File: config.mk
export PLATFORM = sky130hd
export DESIGN_NAME = hsv_color_fader_flat
export DESIGN_NICKNAME = d
export VERILOG_FILES = /design/src/rtl/hsvf_pkg.sv /design/src/rtl/hsvf_in_if.sv /design/src/rtl/hsvf_out_if.sv /design/src/rtl/hsv_color_fader.sv /design/src/flat_wrapper.sv
export SDC_FILE = /design/constraint.sdc
export NUM_CORES = 2
export LEC_CHECK = 0
export ABC_AREA = 1
export BUFFER_PORTS_ARGS = -buffer_cell sky130_fd_sc_hd__clkbuf_2
export CAP_MARGIN = 20
export CELL_PAD_IN_SITES_DETAIL_PLACEMENT = 0
export CELL_PAD_IN_SITES_GLOBAL_PLACEMENT = 1
export CORE_UTILIZATION = 40
export CTS_BUF_LIST = sky130_fd_sc_hd__clkbuf_16
export DETAILED_ROUTE_END_ITERATION = 8
export GPL_TIMING_DRIVEN = 0
export PLACE_DENSITY_LB_ADDON = 0.1
export SLEW_MARGIN = 20
export SYNTH_ARGS = -nofsm -noshare
export SYNTH_HDL_FRONTEND = slang
export SYNTH_SLANG_ARGS = --single-unit
File: constraint.sdc
create_clock -name clk -period 12.45 [get_ports clk]
set_input_delay 2.49 -clock clk [delete_from_list [all_inputs] [get_ports clk]]
set_output_delay 2.49 -clock clk [all_outputs]
set_load 0.01 [all_outputs]
File: src/rtl/hsvf_pkg.sv
// shared widths, constants and register codes of the hsv colour fader
package hsvf_pkg;

    localparam int FRAC_BITS  = 8;
    localparam int TIME_W     = 32;
    localparam int HUE_W      = 17;
    localparam int PCT_W      = 15;
    localparam int BYTE_W     = 8;
    localparam int GAIN_W     = 9;
    localparam int INTERVAL_W = 16;
    localparam int DBAND_W    = 8;
    localparam int CFG_IDX_W  = 2;
    localparam int CFG_DATA_W = 16;

    // gain is applied in 1/256 steps regardless of the fixed point format
    localparam int GAIN_SHIFT = 8;
    localparam int GAIN_MAX   = 1 << GAIN_SHIFT;

    localparam int HUE_DEG    = 360;
    localparam int PCT_SPAN   = 100;
    localparam int HUE_FULL   = HUE_DEG << FRAC_BITS;
    localparam int HUE_HALF   = (HUE_DEG / 2) << FRAC_BITS;
    localparam int BYTE_MAX   = 255;

    // exact reciprocals for floor(q / 360) and floor(q / 100), q below 2**Q_W
    localparam int    Q_W          = 17;
    localparam int    HUE_RECIP_SH = 26;
    localparam int    PCT_RECIP_SH = 24;
    localparam int    RECIP_W      = 18;
    localparam longint HUE_RECIP   = ((64'd1 << HUE_RECIP_SH) + HUE_DEG - 1) / HUE_DEG;
    localparam longint PCT_RECIP   = ((64'd1 << PCT_RECIP_SH) + PCT_SPAN - 1) / PCT_SPAN;

    localparam int STEP_GAIN_RST      = 26;
    localparam int FRAME_INTERVAL_RST = 20;
    localparam int DEAD_BAND_RST      = 26;

    typedef enum logic [CFG_IDX_W-1:0] {
        CFG_STEP_GAIN      = 2'd0,
        CFG_FRAME_INTERVAL = 2'd1,
        CFG_DEAD_BAND      = 2'd2
    } cfg_reg_t;

endpackage

File: src/rtl/hsvf_in_if.sv
// request channel carrying time stamp and colour targets
interface hsvf_in_if;
    logic                          valid;
    logic                          ready;
    logic [hsvf_pkg::TIME_W-1:0]   now_ms;
    logic [hsvf_pkg::HUE_W-1:0]    target_hue;
    logic [hsvf_pkg::PCT_W-1:0]    target_sat;
    logic [hsvf_pkg::PCT_W-1:0]    target_val;
    logic                          target_power;

    modport source (
        output valid, now_ms, target_hue, target_sat, target_val, target_power,
        input  ready
    );
    modport sink (
        input  valid, now_ms, target_hue, target_sat, target_val, target_power,
        output ready
    );
endinterface

File: src/rtl/hsvf_out_if.sv
// result channel carrying byte scaled colour
interface hsvf_out_if;
    logic                          valid;
    logic                          ready;
    logic                          lit;
    logic [hsvf_pkg::BYTE_W-1:0]   hue_byte;
    logic [hsvf_pkg::BYTE_W-1:0]   sat_byte;
    logic [hsvf_pkg::BYTE_W-1:0]   val_byte;

    modport source (
        output valid, lit, hue_byte, sat_byte, val_byte,
        input  ready
    );
    modport sink (
        input  valid, lit, hue_byte, sat_byte, val_byte,
        output ready
    );
endinterface

File: src/rtl/hsv_color_fader.sv
// hsv colour fader top level: frame gate, per channel fade and byte scaling
//
// The fader takes one request per clock cycle. A request passes through an
// input register, then the update cycle in which the frame timer gate,
// the three channel fades (one multiply by the gain per channel) and the hue
// wrap are all evaluated against the current state and written back together
// with a snapshot of the new colour, then the byte scaling into an output
// register. A request that opens a frame and changes something shows its
// result via the snapshot and output registers on the result channel; early
// requests and frames without change give none. Back-pressure on the result
// channel stalls the stages behind it, but every stage keeps taking requests
// while the stage ahead of it has room, so a waiting result stops the input
// only once the snapshot and input registers behind it are both full.
// Configuration writes are meant to be made while the fader is idle.
module hsv_color_fader (
    input  logic                                clk,
    input  logic                                rst_n,
    hsvf_in_if.sink                             target,
    hsvf_out_if.source                          result,
    input  logic                                cfg_wr_en,
    input  logic [hsvf_pkg::CFG_IDX_W-1:0]      cfg_index,
    input  logic [hsvf_pkg::CFG_DATA_W-1:0]     cfg_data
);

    localparam int HD_W   = hsvf_pkg::HUE_W + 2;          // signed hue arithmetic
    localparam int PD_W   = hsvf_pkg::PCT_W + 1;          // signed sat/val difference
    localparam int G_W    = hsvf_pkg::GAIN_W + 1;         // signed gain
    localparam int HP_W   = HD_W + G_W;
    localparam int PP_W   = PD_W + G_W;
    localparam int HS_W   = hsvf_pkg::HUE_W + hsvf_pkg::BYTE_W;
    localparam int PS_W   = hsvf_pkg::PCT_W + hsvf_pkg::BYTE_W;
    localparam int QP_W   = hsvf_pkg::Q_W + hsvf_pkg::RECIP_W;

    localparam logic signed [HD_W-1:0] HUE_FULL_S = HD_W'(hsvf_pkg::HUE_FULL);
    localparam logic signed [HD_W-1:0] HUE_HALF_S = HD_W'(hsvf_pkg::HUE_HALF);

    // configuration registers
    logic [hsvf_pkg::GAIN_W-1:0]      step_gain_reg;
    logic [hsvf_pkg::INTERVAL_W-1:0]  frame_interval_reg;
    logic [hsvf_pkg::DBAND_W-1:0]     dead_band_reg;

    // fader state
    logic [hsvf_pkg::TIME_W-1:0]      last_frame_time_reg, last_frame_time_next;
    logic [hsvf_pkg::HUE_W-1:0]       cur_hue_reg, cur_hue_next;
    logic [hsvf_pkg::PCT_W-1:0]       cur_sat_reg, cur_sat_next;
    logic [hsvf_pkg::PCT_W-1:0]       cur_val_reg, cur_val_next;
    logic                             cur_power_reg, cur_power_next;

    // input stage
    logic                             a_valid_reg, a_valid_next;
    logic [hsvf_pkg::TIME_W-1:0]      a_now_reg;
    logic [hsvf_pkg::HUE_W-1:0]       a_hue_reg;
    logic [hsvf_pkg::PCT_W-1:0]       a_sat_reg;
    logic [hsvf_pkg::PCT_W-1:0]       a_val_reg;
    logic                             a_power_reg;

    // snapshot stage, one per frame that changed something
    logic                             b_valid_reg, b_valid_next;
    logic                             b_lit_reg;
    logic [hsvf_pkg::HUE_W-1:0]       b_hue_reg;
    logic [hsvf_pkg::PCT_W-1:0]       b_sat_reg;
    logic [hsvf_pkg::PCT_W-1:0]       b_val_reg;

    // output register
    logic                             o_valid_reg, o_valid_next;
    logic                             o_lit_reg;
    logic [hsvf_pkg::BYTE_W-1:0]      o_hue_reg;
    logic [hsvf_pkg::BYTE_W-1:0]      o_sat_reg;
    logic [hsvf_pkg::BYTE_W-1:0]      o_val_reg;

    // handshake between stages
    logic                             o_free;
    logic                             b_free;
    logic                             a_free;
    logic                             a_fire;
    logic                             b_fire;
    logic                             in_fire;

    // update logic
    logic [hsvf_pkg::TIME_W-1:0]      elapsed;
    logic                             frame_open;
    logic [hsvf_pkg::GAIN_W-1:0]      gain_eff;
    logic signed [G_W-1:0]            gain_s;
    logic signed [HD_W-1:0]           dh, dh_abs, dh_w1, dh_w2;
    logic signed [HP_W-1:0]           hue_prod;
    logic signed [HD_W-1:0]           hue_step, h_sum, h_w1, h_w2, h_clamp;
    logic                             hue_move, sat_move, val_move;
    logic                             power_move;
    logic                             frame_changed;
    logic [hsvf_pkg::PCT_W-1:0]       sat_faded, val_faded;
    logic                             new_lit;

    // byte scaling
    logic [HS_W-1:0]                  hue_x255;
    logic [PS_W-1:0]                  sat_x255, val_x255;
    logic [hsvf_pkg::Q_W-1:0]         hue_q, sat_q, val_q;
    logic [QP_W-1:0]                  hue_qp, sat_qp, val_qp;
    logic [hsvf_pkg::BYTE_W-1:0]      hue_b, sat_b, val_b;

    // moves one percent channel toward its target, floored gain step
    function automatic logic [hsvf_pkg::PCT_W-1:0] pct_fade(
        input logic [hsvf_pkg::PCT_W-1:0] cur,
        input logic [hsvf_pkg::PCT_W-1:0] tgt,
        input logic signed [G_W-1:0]      gain
    );
        logic signed [PD_W-1:0] d;
        logic signed [PP_W-1:0] p;
        logic signed [PD_W-1:0] s;
        logic signed [PD_W-1:0] sum;
        d   = $signed({1'b0, tgt}) - $signed({1'b0, cur});
        p   = PP_W'(d) * PP_W'(gain);
        s   = p[hsvf_pkg::GAIN_SHIFT +: PD_W];
        sum = $signed({1'b0, cur}) + s;
        return sum[hsvf_pkg::PCT_W-1:0];
    endfunction

    // gap above dead band on a percent channel
    function automatic logic pct_gap_big(
        input logic [hsvf_pkg::PCT_W-1:0]   cur,
        input logic [hsvf_pkg::PCT_W-1:0]   tgt,
        input logic [hsvf_pkg::DBAND_W-1:0] db
    );
        logic [hsvf_pkg::PCT_W-1:0] gap;
        gap = (cur > tgt) ? (cur - tgt) : (tgt - cur);
        return gap > hsvf_pkg::PCT_W'(db);
    endfunction

    // percent to byte, saturated for targets above full scale
    function automatic logic [hsvf_pkg::BYTE_W-1:0] pct_byte(
        input logic [QP_W-1:0] qp
    );
        logic [QP_W-1:0] b;
        b = qp >> hsvf_pkg::PCT_RECIP_SH;
        return (b > QP_W'(hsvf_pkg::BYTE_MAX)) ? hsvf_pkg::BYTE_W'(hsvf_pkg::BYTE_MAX)
                                               : b[hsvf_pkg::BYTE_W-1:0];
    endfunction

    // ------------------------------------------------------------------
    // stage handshakes: each stage takes a new entry when the one ahead
    // has room or is draining this cycle
    // ------------------------------------------------------------------
    assign o_free  = !o_valid_reg || result.ready;
    assign b_free  = !b_valid_reg || o_free;
    assign a_free  = !a_valid_reg || b_free;
    assign a_fire  = a_valid_reg && b_free;
    assign b_fire  = b_valid_reg && o_free;
    assign in_fire = target.valid && target.ready;

    assign target.ready = a_free;

    // ------------------------------------------------------------------
    // configuration port
    // ------------------------------------------------------------------
    always_ff @(posedge clk or negedge rst_n)
    begin
        if (!rst_n)
        begin
            step_gain_reg      <= hsvf_pkg::GAIN_W'(hsvf_pkg::STEP_GAIN_RST);
            frame_interval_reg <= hsvf_pkg::INTERVAL_W'(hsvf_pkg::FRAME_INTERVAL_RST);
            dead_band_reg      <= hsvf_pkg::DBAND_W'(hsvf_pkg::DEAD_BAND_RST);
        end
        else if (cfg_wr_en)
        begin
            case (hsvf_pkg::cfg_reg_t'(cfg_index))
                hsvf_pkg::CFG_STEP_GAIN:
                    step_gain_reg <= cfg_data[hsvf_pkg::GAIN_W-1:0];
                hsvf_pkg::CFG_FRAME_INTERVAL:
                    frame_interval_reg <= cfg_data[hsvf_pkg::INTERVAL_W-1:0];
                hsvf_pkg::CFG_DEAD_BAND:
                    dead_band_reg <= cfg_data[hsvf_pkg::DBAND_W-1:0];
                default:
                    ; // unused index, write dropped
            endcase
        end
    end

    // ------------------------------------------------------------------
    // input register
    // ------------------------------------------------------------------
    always_comb
    begin
        a_valid_next = a_valid_reg;
        if (a_free)
            a_valid_next = target.valid;
    end

    always_ff @(posedge clk or negedge rst_n)
    begin
        if (!rst_n)
            a_valid_reg <= 1'b0;
        else
            a_valid_reg <= a_valid_next;
    end

    always_ff @(posedge clk)
    begin
        if (in_fire)
        begin
            a_now_reg   <= target.now_ms;
            a_hue_reg   <= target.target_hue;
            a_sat_reg   <= target.target_sat;
            a_val_reg   <= target.target_val;
            a_power_reg <= target.target_power;
        end
    end

    // ------------------------------------------------------------------
    // update cycle
    // ------------------------------------------------------------------

    // frame gate, modulo 2^32 elapsed time
    assign elapsed    = a_now_reg - last_frame_time_reg;
    assign frame_open = elapsed >= hsvf_pkg::TIME_W'(frame_interval_reg);

    // gain above unity is held at unity
    assign gain_eff = (step_gain_reg > hsvf_pkg::GAIN_W'(hsvf_pkg::GAIN_MAX))
                    ? hsvf_pkg::GAIN_W'(hsvf_pkg::GAIN_MAX) : step_gain_reg;
    assign gain_s   = $signed({1'b0, gain_eff});

    // hue: plain gap for the dead band test, shortest way round for the step
    always_comb
    begin
        dh     = $signed(HD_W'(a_hue_reg)) - $signed(HD_W'(cur_hue_reg));
        dh_abs = (dh < 0) ? -dh : dh;
        hue_move = dh_abs > $signed(HD_W'(dead_band_reg));

        // the corrections are tested in turn, as in the plain sequence; at most one applies
        dh_w1 = (dh > HUE_HALF_S) ? (dh - HUE_FULL_S) : dh;
        dh_w2 = (dh_w1 < -HUE_HALF_S) ? (dh_w1 + HUE_FULL_S) : dh_w1;

        hue_prod = HP_W'(dh_w2) * HP_W'(gain_s);
        hue_step = hue_prod[hsvf_pkg::GAIN_SHIFT +: HD_W];   // floor by arithmetic shift

        h_sum = $signed(HD_W'(cur_hue_reg)) + hue_step;
        h_w1  = (h_sum < 0) ? (h_sum + HUE_FULL_S) : h_sum;
        h_w2  = (h_w1 > HUE_FULL_S) ? (h_w1 - HUE_FULL_S) : h_w1;

        // clamp is only a guard: the wraps above already keep the hue within a full turn
        if (h_w2 < 0)
            h_clamp = '0;
        else if (h_w2 > HUE_FULL_S)
            h_clamp = HUE_FULL_S;
        else
            h_clamp = h_w2;
    end

    assign sat_move   = pct_gap_big(cur_sat_reg, a_sat_reg, dead_band_reg);
    assign val_move   = pct_gap_big(cur_val_reg, a_val_reg, dead_band_reg);
    assign sat_faded  = pct_fade(cur_sat_reg, a_sat_reg, gain_s);
    assign val_faded  = pct_fade(cur_val_reg, a_val_reg, gain_s);
    assign power_move = cur_power_reg != a_power_reg;

    // a channel over the dead band counts as change even with a zero step
    assign frame_changed = power_move || hue_move || sat_move || val_move;

    always_comb
    begin
        last_frame_time_next = last_frame_time_reg;
        cur_power_next       = cur_power_reg;
        cur_hue_next         = cur_hue_reg;
        cur_sat_next         = cur_sat_reg;
        cur_val_next         = cur_val_reg;
        if (a_fire && frame_open)
        begin
            last_frame_time_next = a_now_reg;
            cur_power_next       = a_power_reg;
            if (hue_move)
                cur_hue_next = h_clamp[hsvf_pkg::HUE_W-1:0];
            if (sat_move)
                cur_sat_next = sat_faded;
            if (val_move)
                cur_val_next = val_faded;
        end
    end

    always_ff @(posedge clk or negedge rst_n)
    begin
        if (!rst_n)
        begin
            last_frame_time_reg <= '0;
            cur_hue_reg         <= '0;
            cur_sat_reg         <= '0;
            cur_val_reg         <= '0;
            cur_power_reg       <= 1'b0;
        end
        else
        begin
            last_frame_time_reg <= last_frame_time_next;
            cur_hue_reg         <= cur_hue_next;
            cur_sat_reg         <= cur_sat_next;
            cur_val_reg         <= cur_val_next;
            cur_power_reg       <= cur_power_next;
        end
    end

    // ------------------------------------------------------------------
    // snapshot of the new colour for frames that changed something
    // ------------------------------------------------------------------
    assign new_lit = cur_power_next && (cur_val_next != '0);

    always_comb
    begin
        b_valid_next = b_valid_reg;
        if (b_free)
            b_valid_next = a_fire && frame_open && frame_changed;
    end

    always_ff @(posedge clk or negedge rst_n)
    begin
        if (!rst_n)
            b_valid_reg <= 1'b0;
        else
            b_valid_reg <= b_valid_next;
    end

    always_ff @(posedge clk)
    begin
        if (b_free)
        begin
            b_lit_reg <= new_lit;
            b_hue_reg <= cur_hue_next;
            b_sat_reg <= cur_sat_next;
            b_val_reg <= cur_val_next;
        end
    end

    // ------------------------------------------------------------------
    // byte scaling: times 255 by shift and subtract, drop the fraction,
    // then divide by 360 or 100 through an exact reciprocal
    // ------------------------------------------------------------------
    assign hue_x255 = (HS_W'(b_hue_reg) << hsvf_pkg::BYTE_W) - HS_W'(b_hue_reg);
    assign sat_x255 = (PS_W'(b_sat_reg) << hsvf_pkg::BYTE_W) - PS_W'(b_sat_reg);
    assign val_x255 = (PS_W'(b_val_reg) << hsvf_pkg::BYTE_W) - PS_W'(b_val_reg);

    assign hue_q = hsvf_pkg::Q_W'(hue_x255 >> hsvf_pkg::FRAC_BITS);
    assign sat_q = hsvf_pkg::Q_W'(sat_x255 >> hsvf_pkg::FRAC_BITS);
    assign val_q = hsvf_pkg::Q_W'(val_x255 >> hsvf_pkg::FRAC_BITS);

    assign hue_qp = QP_W'(hue_q) * QP_W'(hsvf_pkg::HUE_RECIP);
    assign sat_qp = QP_W'(sat_q) * QP_W'(hsvf_pkg::PCT_RECIP);
    assign val_qp = QP_W'(val_q) * QP_W'(hsvf_pkg::PCT_RECIP);

    // hue never exceeds a full turn, so its byte cannot overflow
    assign hue_b = hsvf_pkg::BYTE_W'(hue_qp >> hsvf_pkg::HUE_RECIP_SH);
    assign sat_b = pct_byte(sat_qp);
    assign val_b = pct_byte(val_qp);

    // ------------------------------------------------------------------
    // output register, black when dark
    // ------------------------------------------------------------------
    always_comb
    begin
        o_valid_next = o_valid_reg;
        if (o_free)
            o_valid_next = b_valid_reg;
    end

    always_ff @(posedge clk or negedge rst_n)
    begin
        if (!rst_n)
            o_valid_reg <= 1'b0;
        else
            o_valid_reg <= o_valid_next;
    end

    always_ff @(posedge clk)
    begin
        if (b_fire)
        begin
            o_lit_reg <= b_lit_reg;
            o_hue_reg <= b_lit_reg ? hue_b : '0;
            o_sat_reg <= b_lit_reg ? sat_b : '0;
            o_val_reg <= b_lit_reg ? val_b : '0;
        end
    end

    assign result.valid    = o_valid_reg;
    assign result.lit      = o_lit_reg;
    assign result.hue_byte = o_hue_reg;
    assign result.sat_byte = o_sat_reg;
    assign result.val_byte = o_val_reg;

    // ------------------------------------------------------------------
    // assertions
    // ------------------------------------------------------------------

    // hue state stays on the circle
    a_hue_range: assert property (@(posedge clk) disable iff (!rst_n)
        cur_hue_reg <= hsvf_pkg::HUE_W'(hsvf_pkg::HUE_FULL))
        else $error("hue state beyond a full turn");

    // an early request leaves the whole state alone
    a_early_no_change: assert property (@(posedge clk) disable iff (!rst_n)
        a_fire && !frame_open |=> $stable(last_frame_time_reg) && $stable(cur_hue_reg)
            && $stable(cur_sat_reg) && $stable(cur_val_reg) && $stable(cur_power_reg))
        else $error("early request altered fader state");

    // a new snapshot only comes from a frame that changed something
    a_snapshot_source: assert property (@(posedge clk) disable iff (!rst_n)
        $rose(b_valid_reg) |-> $past(a_fire && frame_open && frame_changed))
        else $error("snapshot without a changing frame");

    // dark results carry black
    a_dark_black: assert property (@(posedge clk) disable iff (!rst_n)
        o_valid_reg && !o_lit_reg |-> (o_hue_reg == '0) && (o_sat_reg == '0)
            && (o_val_reg == '0))
        else $error("dark result with colour");

endmodule

File: src/flat_wrapper.sv
// flat-port wrapper written by rule: the top's interface ports become plain ports
module hsv_color_fader_flat 
  (clk, rst_n, cfg_wr_en, cfg_index, cfg_data, target_valid, target_now_ms, target_target_hue, target_target_sat, target_target_val, target_target_power, target_ready, result_valid, result_lit, result_hue_byte, result_sat_byte, result_val_byte, result_ready);
  hsvf_in_if target_i ();
  hsvf_out_if result_i ();
  input  logic clk;
  input  logic rst_n;
  input  logic cfg_wr_en;
  input  logic [hsvf_pkg::CFG_IDX_W-1:0] cfg_index;
  input  logic [hsvf_pkg::CFG_DATA_W-1:0] cfg_data;
  input wire logic [$bits(target_i.valid)-1:0] target_valid;
  input wire logic [$bits(target_i.now_ms)-1:0] target_now_ms;
  input wire logic [$bits(target_i.target_hue)-1:0] target_target_hue;
  input wire logic [$bits(target_i.target_sat)-1:0] target_target_sat;
  input wire logic [$bits(target_i.target_val)-1:0] target_target_val;
  input wire logic [$bits(target_i.target_power)-1:0] target_target_power;
  output wire logic [$bits(target_i.ready)-1:0] target_ready;
  output wire logic [$bits(result_i.valid)-1:0] result_valid;
  output wire logic [$bits(result_i.lit)-1:0] result_lit;
  output wire logic [$bits(result_i.hue_byte)-1:0] result_hue_byte;
  output wire logic [$bits(result_i.sat_byte)-1:0] result_sat_byte;
  output wire logic [$bits(result_i.val_byte)-1:0] result_val_byte;
  input wire logic [$bits(result_i.ready)-1:0] result_ready;
  assign target_i.valid = target_valid;
  assign target_i.now_ms = target_now_ms;
  assign target_i.target_hue = target_target_hue;
  assign target_i.target_sat = target_target_sat;
  assign target_i.target_val = target_target_val;
  assign target_i.target_power = target_target_power;
  assign target_ready = target_i.ready;
  assign result_valid = result_i.valid;
  assign result_lit = result_i.lit;
  assign result_hue_byte = result_i.hue_byte;
  assign result_sat_byte = result_i.sat_byte;
  assign result_val_byte = result_i.val_byte;
  assign result_i.ready = result_ready;
  hsv_color_fader u_core (.clk(clk), .rst_n(rst_n), .target(target_i), .result(result_i), .cfg_wr_en(cfg_wr_en), .cfg_index(cfg_index), .cfg_data(cfg_data));
endmodule
# Word-level counts from Yosys, hierarchy flattened
# Cells that the tools add are included.
# classes
reduce_logical	20
eq_ne	3
n_mul	6
order_cmp	16
muxes	19
add_sub_neg	19
# op_table
cell	n
$mux 19	5
$mux 15	6
$mux 17	4
$mul 15x18->33 const B	2
$sub 15x15->15	4
$mul 16x10->23	2
$sub 23x15->23	2
$add 19x18->19 const B	2
$gt 19x18->1 const B	2
$lt 19x1->1 const B	2
$mul 17x17->33 const B	1
$ge 32x16->1	1
$sub 15x15->16	2
$sub 32x32->32	1
$add 15x15->15	2
$gt 15x15->1	2
$gt 15x8->1	2
$mul 19x10->27	1
$sub 25x17->25	1
$gt 11x8->1 const B	2
$add 18x19->19	1
$gt 19x9->1	1
$lt 19x17->1 const B	1
$neg 18->19	1
18 further kinds	33
# word_totals
input_bits	103
out_inout_bits	27
register_bits	269
word_cells	107

# Longest topological paths before layout
# logic_depth
ltp_word	16
ltp_mapped	86
depth_no_buf	86

# Worst setup path before layout
# No wires, ideal clock.
# synth_path
path_kind	register -> register
from	register u_core.cur_hue_reg[0] in the netlist's numbering
to	register u_core.b_hue_reg[8] in the netlist's numbering, data pin
setup_ns	0.262
arrival_time_ns	10.978
path_buffers	1
path_slack_ns	1.210
synth_period_minus_slack_ns	11.240
required_time_ns	12.188
stages_incl_launch_ff	80
path_cell_list	dfrtp_1 ha_1 inv_1 fa_1 clkinv_1 ha_1 inv_1 nor2_1 nand3_1 inv_1 nand4_1 nor2_2 nand3_1 nand3_4 nand2_1 nand2_2 inv_1 ha_1 [44 not listed] ha_1 inv_1 nor2_1 nand3_1 nor2_1 nand3_1 nand2_2 inv_2 nand2_4 nand2_1 nand2_1 nor2_1 nand2_1 nand2_1 nand2_2 nand2_2 buf_6 o21ai_2
# synth_between
elab_chain_cells	16
word_cells_on_any_way	25
cone_classes	add/sub: 7; mul: 1; order compare: 8; mux: 9
# synth_rtl
element	line	rtl
start: declaration	hsv_color_fader.sv:44	logic [hsvf_pkg::HUE_W-1:0] cur_hue_reg, cur_hue_next;
start signal: assignment	hsv_color_fader.sv:289	cur_hue_reg <= cur_hue_next;
$sub 17x17->18	hsv_color_fader.sv:223	dh = $signed(HD_W'(a_hue_reg)) - $signed(HD_W'(cur_hue_reg));
$sub 18x18->19 or $gt 18x17->1 (tied branches)	hsv_color_fader.sv:228	dh_w1 = (dh > HUE_HALF_S) ? (dh - HUE_FULL_S) : dh;
$mux 19	hsv_color_fader.sv:228	
$add 19x18->19 or $lt 19x17->1 (tied branches)	hsv_color_fader.sv:229	dh_w2 = (dh_w1 < -HUE_HALF_S) ? (dh_w1 + HUE_FULL_S) : dh_w1;
$mux 19	hsv_color_fader.sv:229	
$mul 19x10->27	hsv_color_fader.sv:231	hue_prod = HP_W'(dh_w2) * HP_W'(gain_s);
$add 18x19->19	hsv_color_fader.sv:234	h_sum = $signed(HD_W'(cur_hue_reg)) + hue_step;
$add 19x18->19 or $lt 19x1->1 (tied branches)	hsv_color_fader.sv:235	h_w1 = (h_sum < 0) ? (h_sum + HUE_FULL_S) : h_sum;
$mux 19	hsv_color_fader.sv:235	
$sub 19x18->19 or $gt 19x18->1 (tied branches)	hsv_color_fader.sv:236	h_w2 = (h_w1 > HUE_FULL_S) ? (h_w1 - HUE_FULL_S) : h_w1;
$mux 19	hsv_color_fader.sv:236	
$gt 19x18->1	hsv_color_fader.sv:241	else if (h_w2 > HUE_FULL_S)
$mux 17	hsv_color_fader.sv:241	
$mux 17	hsv_color_fader.sv:239	if (h_w2 < 0)
$mux 17 (*)	hsv_color_fader.sv:267	if (hue_move)
$mux 17 (*)	hsv_color_fader.sv:263	if (a_fire && frame_open)
net u_core.cur_hue_next, one bit	hsv_color_fader.sv:44	
end signal: assignment	hsv_color_fader.sv:321	b_hue_reg <= cur_hue_next;
end: declaration	hsv_color_fader.sv:60	logic [hsvf_pkg::HUE_W-1:0] b_hue_reg;
# Mark *: on every way through the listed nets, which the timed path passes. The rest lies on a longest branch.
# A chain may end at the register's enable or synchronous reset.

# Final worst setup path
# layout_path
from	register u_core.a_hue_reg[0] in the netlist's numbering
to	register u_core.b_hue_reg[10] in the netlist's numbering, data pin
# layout_between
elab_chain_cells	16
word_cells_on_any_way	25
cone_classes	add/sub: 7; mul: 1; order compare: 8; mux: 9
# layout_rtl
element	line	rtl
start: declaration	hsv_color_fader.sv:52	logic [hsvf_pkg::HUE_W-1:0] a_hue_reg;
start signal: assignment	hsv_color_fader.sv:200	a_hue_reg <= target.target_hue;
$sub 17x17->18 (*)	hsv_color_fader.sv:223	
$sub 18x18->19 or $gt 18x17->1 (tied branches)	hsv_color_fader.sv:228	
$mux 19	hsv_color_fader.sv:228	
$add 19x18->19 or $lt 19x17->1 (tied branches)	hsv_color_fader.sv:229	
$mux 19	hsv_color_fader.sv:229	
$mul 19x10->27	hsv_color_fader.sv:231	
$add 18x19->19	hsv_color_fader.sv:234	
$add 19x18->19 or $lt 19x1->1 (tied branches)	hsv_color_fader.sv:235	
$mux 19	hsv_color_fader.sv:235	
$sub 19x18->19 or $gt 19x18->1 (tied branches)	hsv_color_fader.sv:236	
$mux 19	hsv_color_fader.sv:236	
$gt 19x18->1	hsv_color_fader.sv:241	
$mux 17	hsv_color_fader.sv:241	
$mux 17	hsv_color_fader.sv:239	
$mux 17 (*)	hsv_color_fader.sv:267	
$mux 17 (*)	hsv_color_fader.sv:263	
net u_core.cur_hue_next, one bit	hsv_color_fader.sv:44	
# Marked as above.

==> results.cfg <==
[cells_and_area]
nFillCells = 12300
nNetsFinal = 7455
regArea_um2 = 7510
multi_input_area_um2 = 35900
design_area_um2 = 53200
fin_cells = 7604
final_common_cell = inv_1
final_util = 0.443
area_growth_syn_to_layout_pct = 9.75
final_layout_size_suffix_gt1_frac = 0.0684
layout_common_cells = 1,343 x inv_1, 846 x nand2_1, 743 x ha_1

[sta]
final_hold_viol_count = 0
fin_skew_ps = 56.7
finalCriticalPeriod_ps = 11790
setup_viol = 0
slew_headroom = 0.231
slew_viol_final = 0
setup_ws_ps = 657
worst_pin_slew_ps = 1150
period_share = 0.947
fmax_ghz = 0.0848

[clock_network]
cts_root_buf = clkbuf_16
clock_path_buffers = 3
cts_sinks = 269
cts_max_level = 2
cts_buffers = 38
clk_pin_slew_ps = 60
cts_tree = built
clk_latency_ps = 630

[logic_synthesis]
ys_warn_count = 0
yosys.area_share.simple = 0.141
synthesis.area_um2 = 48400
synthMuxAreaShare = 0
ys_seq_elements = 269
netlist_instances = 5753
ys_seq_area_frac = 0.155
synth_top_family_by_area = adder cells
async_flop_share = 0.431
synth-compound-area-share = 0.0866
syn_avg_cell_area_um2 = 8.42
synth_cell_types = 66
synth_flop_cell = edfxtp_1
synth_edf_count = 153
synthesis.nets = 7248
synthXorXnorAreaFrac = 0.0470
synth_fa_ha_area_frac = 0.458

[placed_design]
place.gp.congestion = 0.904
dp_hpwl_mm = 114
place_area_um2 = 51200
numPortBuffers = 129
post-place-cells = 7498
dp_slack_ps = -1410

[die]
io-pin-count = 130
fp.dieH_um = 350
die_area_um2 = 123000
core_area_um2 = 120000
die_x_um = 350
initial_utilization = 0.404
rows = 127

[global_routing]
grt_max_degree = 73
grt_pass1_wl_mm = 212
grt_pass1_vias = 38700
grt-ovfl-total = 0
track_usage = 0.223
antenna_found_initial = 5

[drt]
dr.pass1.iters = 6
vias = 36900
drt_iter0_drc = 1697
via_per_inst = 4.85
drc = 0
drtAntennaViolNets = 0
highest_layer = met4
routed_wl_mm = 132
drt-wirelength-per-cell_um = 17.4
met3WireLength_mm = 5.02
wl_met1_mm = 60.2
wl_met2_mm = 63.2

[job]
max_cap_violations = 0

[setup_path]
critPathSlowestCell = fa_2
startpoint_type = register
critPathMaxFanout = 8
cp.arrival_ps = 12220
endpoint_kind = register
path_common_cell = nand2_1
crit_required_ps = 12880
crit_type = reg2reg
max_stage_delay_ps = 650

[hold_path]
hold_path.class = reg2reg

[outcome]
status = completed
-- worst max-delay path, delay by kind of cell, from the launching register on --
| family | cells | cell delay (ps) |
|---|---|---|
| adder cells (fa/ha/maj) | 12 | 4360 |
| AO/OA/AOI/OAI | 8 | 1260 |
| XOR/XNOR | 2 | 390 |
| buffers and inverters | 16 | 1180 |
| AND/OR/NAND/NOR | 41 | 4000 |
| flip-flops | 1 | 370 |
-- cell families (layout without fill, tap and decap cells) --
| kind of cell | after synthesis | in the layout |
|---|---|---|
| AND/OR/NAND/NOR | 1646 | 1646 |
| AO/OA/AOI/OAI | 746 | 746 |
| other | 0 | 2 |
| buffers and inverters | 1442 | 1679 |
| flip-flops | 269 | 269 |
| adder cells (fa/ha/maj) | 1392 | 1392 |
| XOR/XNOR | 258 | 258 |
-- final timing paths --
kind	slack, ps	startpoint	to	cells after the start
max reg2reg	660	u_core.a_hue_reg[0]	u_core.b_hue_reg[10]	79
max in group asynchronous	9800	rst_n	u_core.frame_interval_reg[2]	2
min in group asynchronous	1820	rst_n	u_core.cur_sat_reg[12]	1
min reg2reg	480	u_core.dead_band_reg[2]	u_core.dead_band_reg[2]	2
max	660	u_core.a_hue_reg[0]	u_core.b_hue_reg[10]	79
min	480	u_core.dead_band_reg[2]	u_core.dead_band_reg[2]	2
-- synthesized netlist by cell type, types with 5 or more instances --
master     number  share of area
or2_2          15         0.0019
xnor2_1        95          0.017
edfxtp_1      153          0.095
buf_1          10        0.00077
nor4_1         16         0.0021
nand4_1        42         0.0054
nor2_1        505          0.039
inv_2          11        0.00085
o21ai_1        10         0.0010
o21ai_2        11         0.0020
a31oi_1        15         0.0019
dfrtp_1       108          0.056
o21bai_1       11         0.0017
and2_1          5        0.00065
a21oi_1       340          0.035
o221ai_1        5        0.00090
nand2_2        26         0.0034
nand3_1       110          0.011
clkbuf_1       66         0.0051
o21ai_0       232          0.024
fa_1          638           0.26
o2111ai_1       8         0.0014
nor3_1         30         0.0031
dfstp_2         8         0.0043
ha_1          754           0.19
inv_1        1345           0.10
nor2_2          5        0.00065
clkinv_1        5        0.00039
nand3_2         6         0.0012
o21a_1         14         0.0022
o31ai_1        11         0.0017
a221oi_1       10         0.0018
o211ai_1       14         0.0022
nand2_4         8         0.0019
xor2_1        161          0.029
a211oi_1       14         0.0022
a21o_1         28         0.0043
nand2_1       858          0.066
nand3b_1        8         0.0012
-- repair_timing --
item,CTS,global route
buffers inserted,8,25
resized for setup,32,64
pin swaps,9,26
endpoints found under the setup margin,34,34
gates cloned,0,1
hold buffers,0,0
-- cell type report --
type / count / share of cell area
multi-input cells: 4042 / 0.675
flip-flops and latches: 269 / 0.141
inverters: 1361 / 0.0964
well taps: 1612 / 0.0379
repair buffers: 167 / 0.0195
clock buffers: 38 / 0.0179
clock inverters: 32 / 0.00610
plain buffers: 81 / 0.00607
diodes: 2 / 0.0000941
-- routing by layer --
layer / track usage / vias to the layer above
met4: 0.0670 / 0
met5: 0 / -
li1: - / 18400
met1: 0.295 / 17700
met2: 0.381 / 600
met3: 0.0248 / 161
-- through the flow --
| step | hold WS [ps] | setup TNS, ps |
|---|---|---|
| after CTS | 487 | 0 |
| final | 483 | 0 |
| after global placement | 467 | -41900 |
| after detailed placement | 473 | -43440 |
| after floorplan | 433 | 0 |
| after global routing | 513 | -357 |
Power is not shown: default switching activity piles up to over one toggle a cycle in this logic, so the estimate is an artifact.
